==> src/hdl/txtcon_pkg.sv <==
// Shared types and constants for the text console writer.
// Field widths, command codes, character constants and the
// controller/datapath command and status structs. No dependencies.
package txtcon_pkg;

    localparam int DEF_COLUMNS = 80;
    localparam int DEF_ROWS    = 25;

    localparam int CMD_W      = 2;
    localparam int CHAR_W     = 8;
    localparam int CADDR_W    = 11;
    localparam int OROW_W     = 5;
    localparam int OCOL_W     = 7;
    localparam int OPOS_W     = 11;
    localparam int CELL_W     = 16;
    localparam int COLOR_W    = 8;
    localparam int CFG_ADDR_W = 3;
    localparam int CFG_DATA_W = 32;

    localparam logic [CHAR_W-1:0]  BLANK_CHAR   = 8'h20;
    localparam logic [CHAR_W-1:0]  NEWLINE_CHAR = 8'h0A;
    localparam logic [COLOR_W-1:0] RESET_COLOR  = 8'h07;

    // register index taken from paddr above the byte offset
    localparam logic [CFG_ADDR_W-3:0] REG_TEXT_COLOR = '0;

    typedef enum logic [CMD_W-1:0] {
        CMD_PUT   = 2'd0,
        CMD_CLEAR = 2'd1,
        CMD_BACK  = 2'd2,
        CMD_READ  = 2'd3
    } t_cmd;

    typedef struct packed {
        logic accept;      // input transfer this cycle, execute command
        logic fill;        // write one blank cell at the sweep counter
        logic fill_reset;  // blank uses the reset attribute
        logic scroll;      // one copy step of the scroll sweep
        logic finish;      // load result into the output stage
    } t_ctrl;

    typedef struct packed {
        logic will_scroll;
        logic cnt_last;
        logic out_free;
    } t_stat;

endpackage

==> src/hdl/txtcon_ctrl.sv <==
// Sequencer for the text console writer: init sweep, command dispatch,
// fill and scroll sweeps, result hand-off. Depends on txtcon_pkg.
module txtcon_ctrl (
    input  logic                          i_clk,
    input  logic                          i_rst_n,
    input  logic                          i_in_valid,
    input  logic [txtcon_pkg::CMD_W-1:0]  i_command,
    input  txtcon_pkg::t_stat             i_stat,
    output logic                          o_in_ready,
    output txtcon_pkg::t_ctrl             o_ctrl
);

    typedef enum logic [4:0] {
        ST_INIT   = 5'b00001,
        ST_IDLE   = 5'b00010,
        ST_FILL   = 5'b00100,
        ST_SCROLL = 5'b01000,
        ST_FINISH = 5'b10000
    } t_state;

    t_state              r_state;
    t_state              n_state;
    txtcon_pkg::t_cmd    cmd;

    assign cmd = txtcon_pkg::t_cmd'(i_command);

    always_comb begin
        n_state    = r_state;
        o_ctrl     = '0;
        o_in_ready = 1'b0;
        unique case (r_state)
            ST_INIT: begin
                o_ctrl.fill       = 1'b1;
                o_ctrl.fill_reset = 1'b1;
                if (i_stat.cnt_last) n_state = ST_IDLE;
            end
            ST_IDLE: begin
                o_in_ready    = 1'b1;
                o_ctrl.accept = i_in_valid;
                if (i_in_valid) begin
                    unique case (cmd)
                        txtcon_pkg::CMD_PUT:
                            n_state = i_stat.will_scroll ? ST_SCROLL : ST_FINISH;
                        txtcon_pkg::CMD_CLEAR: n_state = ST_FILL;
                        default:               n_state = ST_FINISH;
                    endcase
                end
            end
            ST_FILL: begin
                o_ctrl.fill = 1'b1;
                if (i_stat.cnt_last) n_state = ST_FINISH;
            end
            ST_SCROLL: begin
                o_ctrl.scroll = 1'b1;
                if (i_stat.cnt_last) n_state = ST_FINISH;
            end
            ST_FINISH: begin
                o_ctrl.finish = 1'b1;
                if (i_stat.out_free) n_state = ST_IDLE;
            end
            default: n_state = ST_INIT;
        endcase
    end

    always_ff @(posedge i_clk) begin
        if (!i_rst_n) begin
            r_state <= ST_INIT;
        end else begin
            r_state <= n_state;
        end
    end

endmodule

==> config.mk <==
export PLATFORM = sky130hd
export DESIGN_NAME = txtcon_ctrl
export DESIGN_NICKNAME = d
export VERILOG_FILES = /design/src/hdl/txtcon_pkg.sv /design/src/hdl/txtcon_ctrl.sv
export SDC_FILE = /design/constraint.sdc
export NUM_CORES = 1
export LEC_CHECK = 0
export BUFFER_PORTS_ARGS = -buffer_cell sky130_fd_sc_hd__clkbuf_2
export CAP_MARGIN = 20
export CORE_AREA = 2 2 39 41
export CTS_BUF_LIST = sky130_fd_sc_hd__clkbuf_4 sky130_fd_sc_hd__clkbuf_8 sky130_fd_sc_hd__clkbuf_16
export CTS_CLUSTER_DIAMETER = 100
export DETAILED_ROUTE_END_ITERATION = 16
export DIE_AREA = 0 0 41 43
export PLACE_DENSITY = 0.72
export SLEW_MARGIN = 20
export SYNTH_ARGS = -nofsm -noshare
export SYNTH_HDL_FRONTEND = slang
export SYNTH_SLANG_ARGS = --single-unit
==> constraint.sdc <==
create_clock -name i_clk -period 1.56 [get_ports i_clk]
set_input_delay 0.156 -clock i_clk [delete_from_list [all_inputs] [get_ports i_clk]]
set_output_delay 0.156 -clock i_clk [all_outputs]
set_load 0.05 [all_outputs]
Yosys cells after proc, flatten, opt, wreduce, memory -nomap -nowiden --
Cells that the tools add are included.
Storage, ports and cells: register bits 5, latch bits 0, bits in writable memories 0, memory bits (read-only) 0, input bits 8, output and inout bits 6, memories kept 0
Operators by class: add/subtract/negate cells 0, multiply operators 0, div/mod/pow operators 0, $lt $le $gt $ge 0, equal/unequal tests 10, shifts and indexed selects 0, mux-type cells 13, bitwise gates (word level) 0, reduce and logical (&&, ||, !) cells 4
Operators by type and width (number):
- 5-bit 2-to-1 mux | 5
- 5-bit case mux with 4 select lines | 1
- 5-bit case mux with 2 select lines | 1
- 1-bit 2-to-1 mux | 6
- 2-bit != test, second input constant | 3
- 5-bit by 1-bit equality test with 1-bit output, second input constant | 1
- 5-bit by 2-bit equality test with 1-bit output, second input constant | 1
- 5-bit by 3-bit equality test with 1-bit output, second input constant | 1
- 5-bit by 4-bit equality test with 1-bit output, second input constant | 1
- 5-bit equality test, second input constant | 1
- 4-bit AND reduction | 1
- 2-bit OR reduction | 2
- 2-bit by 1-bit equality test with 1-bit output, second input constant | 1
- 2-bit zero test | 1
- 2-bit by 1-bit != test with 1-bit output, second input constant | 1

Logic depth before layout (Yosys ltp) --
word-level depth 4, mapped depth 6, gate-level depth less buffers 4

Least setup slack after synthesis --
Ideal clock, no wire load.
kind register -> output, start point register r_state[1], end point output port o_ctrl[1] (netlist name), arrival 2.094 ns, required time 1.404 ns, setup slack -0.690 ns, stages on the path, launching flop included 4, buffers on the path 2, path through dfxtp_1 buf_2 buf_4 nor4_1
RTL lines:
- start, declared | RTL line txtcon_ctrl.sv:21 | t_state r_state;
- start signal, assigned | RTL line txtcon_ctrl.sv:69 | r_state <= n_state;
- end, declared | RTL line txtcon_ctrl.sv:10 | output txtcon_pkg::t_ctrl o_ctrl

==> flow_metrics.py <==
metrics = {
    "floorplanning": {
        "io_pins": 14,
        "num_rows": 14,
        "die-area_um2": 1760,
        "fp.dieW_um": 41,
        "fp.coreArea_um2": 1380,
        "start_util": 0.364,
        "die_h_um": 43,
    },
    "critical_path": {
        "end_kind": "output pin",
        "max_stage_delay_ns": 0.44,
        "rr_startpoint": "r_state[0]",
        "worst_path_max_delay_cell": "dfxtp_1",
        "r2r_cells": 5,
        "worstSetupPathType": "register to output pin",
        "critPathArrivalTime_ns": 1.36,
        "cp.required_ns": 1.40,
        "path_buf_inv": 1,
        "cp-start-kind": "register",
        "r2r-end": "r_state[2]",
        "cp_top_family": "flip-flops",
        "r2r_setup_slack_ns": 0.17,
        "crit_chain": "and2b_4, and3b_1, clkbuf_2",
        "path_depth": 3,
        "path_max_fanout": 6,
    },
    "clocking": {
        "htreeDepth": 1,
        "clk_pin_slew_worst_paths_ns": 0.04,
        "ctsHoldBuffers": 0,
        "root_buffer": "clkbuf_4",
        "cts_tree": "built",
        "clock-sinks": 5,
        "cts_max_path_buffers": 2,
        "insertion_delay_ns": 0.24,
        "cts_buffers": 3,
        "cts_setup_buffers": 0,
    },
    "worst_hold_path": {
        "hold_path_end": "r_state[0]",
        "whs_path_depth": 2,
        "min_path_type": "input port to register",
        "hold_start": "i_rst_n",
    },
    "sta": {
        "period_minus_slack_ns": 1.52,
        "final.period_utilization": 0.972,
        "worst_slack_ns": 0.0444,
        "hold_violations": 0,
        "fin_tns_setup_ns": 0,
        "clock_skew_ns": 0.00600,
        "drv_slew": 0,
        "tightest_slew_ns": 0.277,
        "grt_setup_unrepaired": "false",
        "finalSetupViolations": 0,
        "fmaxAchievable_ghz": 0.660,
        "max-slew-margin-rel": 0.816,
    },
    "synthesis": {
        "ys_seq_area_frac": 0.199,
        "synthesis.area_um2": 504,
        "avgSynthCellArea_um2": 8.40,
        "ys_warn_count": 0,
        "synth-async-reset-ratio": 0,
        "syn_inst": 60,
        "synth-seq-cells": 5,
        "synthDistinctLibCells": 34,
        "syn_nets": 68,
        "synth_ff_type": "dfxtp_1",
        "synth_edf_count": 0,
    },
    "placed_design": {
        "pre_cts_slack_ns": 0.121,
        "placed_cells": 89,
        "dp_hpwl_um": 946,
        "gp_congestion": 0.874,
        "io_buffers": 13,
    },
    "drt": {
        "dr_total_vias": 544,
        "drtPass1Iterations": 4,
        "drc": 0,
        "drt-wirelength-per-cell_um": 13.0,
        "ant_nets": 0,
        "drtIter0Drc": 15,
        "viasPerCell": 5.85,
        "wl_mm": 1.21,
    },
    "layout": {
        "top_regs": "r_state x5",
        "syn2layout_area_growth_pct": 28.3,
        "fillerInstances": 138,
        "mostFrequentLayoutCell": "clkbuf_2",
        "num_antenna_cells": 0,
        "finalNetCount": 86,
        "top_register": "r_state",
        "largest_register_ffs": 5,
        "layout_common_cells": "12 x clkbuf_2, 5 x nor2_1, 5 x clkbuf_4, 5 x buf_4, 4 x nand2b_1",
        "finalNonFillerCells": 93,
        "final_layout_size_suffix_gt1_frac": 0.519,
    },
    "power": {
        "p_leak_nw": 0.269,
        "power-per-cell-area_nw_per_um2": 889,
        "ir_worst_vdd_v": 0.000413,
    },
    "job": {
        "maxCapViolations": 0,
    },
    "global_route": {
        "antenna_found_initial": 0,
        "track_usage": 0.158,
        "grt_max_degree": 12,
        "grt_overflow": 0,
        "grt_pass1_vias": 475,
        "grt_pass1_wl_mm": 1.95,
    },
    "status": {
        "outcome": "complete, no violations",
    },
}
[per-stage QoR]
| stage | total power, mW | utilization | cell area, um^2 | hold WS, ns |
|---|---|---|---|---|
| 4_1_cts | 0.584 | 0.464 | 642 | 0.194 |
| 3_5_place_dp | 0.413 | 0.435 | 602 | 0.441 |
| 2_1_floorplan | 0.357 | - | 519 | 0.235 |
| 3_3_place_gp | 0.411 | 0.435 | 602 | 0.448 |
| 5_1_grt | 0.609 | 0.467 | 647 | 0.208 |
| 6_report | 0.575 | 0.467 | 647 | 0.199 |
[worst max-delay path by stage]
stage / endpoint / slack [ns] / startpoint
finish: o_ctrl[0] / 0.04 / r_state[4]
global route: o_ctrl[0] / 0.003 / r_state[4]
CTS: o_ctrl[4] / 0.02 / r_state[0]
detailed placement: o_ctrl[4] / 0.12 / r_state[2]
global placement: o_ctrl[4] / 0.16 / r_state[2]
floorplan: o_ctrl[1] / -0.12 / r_state[1]
[layout make-up]
cell class                 count  area (um^2)  share of cell area
multi-input combinational     49          380               0.588
sequential                     5          108               0.166
timing repair buffer          18          105               0.162
clock buffer                   4         30.0              0.0464
tap                           16         20.0              0.0309
inverter                       1         3.75             0.00580
[metal layers]
metal,up-vias,part of all wire,track usage
met5,-,0,0
met4,0,0,0.0667
met3,0,0.080,0.0262
met2,27,0.50,0.234
met1,257,0.42,0.216
li1,260,-,-
[synth_stat cells, drive strengths merged, types with 2 or more instances]
library cell  n  area (um^2)
a221oi        2         23.8
nand3b        2         15.0
o21ai         4         20.0
and3          3         18.8
nand2b        5         38.8
o21bai        2         15.0
nor3b         3         37.5
nor4          2         12.5
buf           5         40.0
nor2          7         31.3
o31ai         2         15.0
dfxtp         5          100
nand2         3         11.3
[cell families after synthesis]
logic type	synth area share
buf+inv	0.0868
compound gates	0.246
flops	0.199
xor+xnor	0.0347
simple gates	0.434
[report_power, final]
group	switching, mW	internal, mW	total, mW
registers	0.0204	0.139	0.159
clock network	0.0493	0.114	0.163
logic	0.154	0.0989	0.253
total	0.224	0.352	0.575
[timing repair]
item | CTS | global route
gates resized for setup | 4 | 3
gates cloned | 0 | 0
setup endpoints to repair | 3 | 2
hold endpoints to repair | 0 | 0
Power figures use the tool's default switching activity.
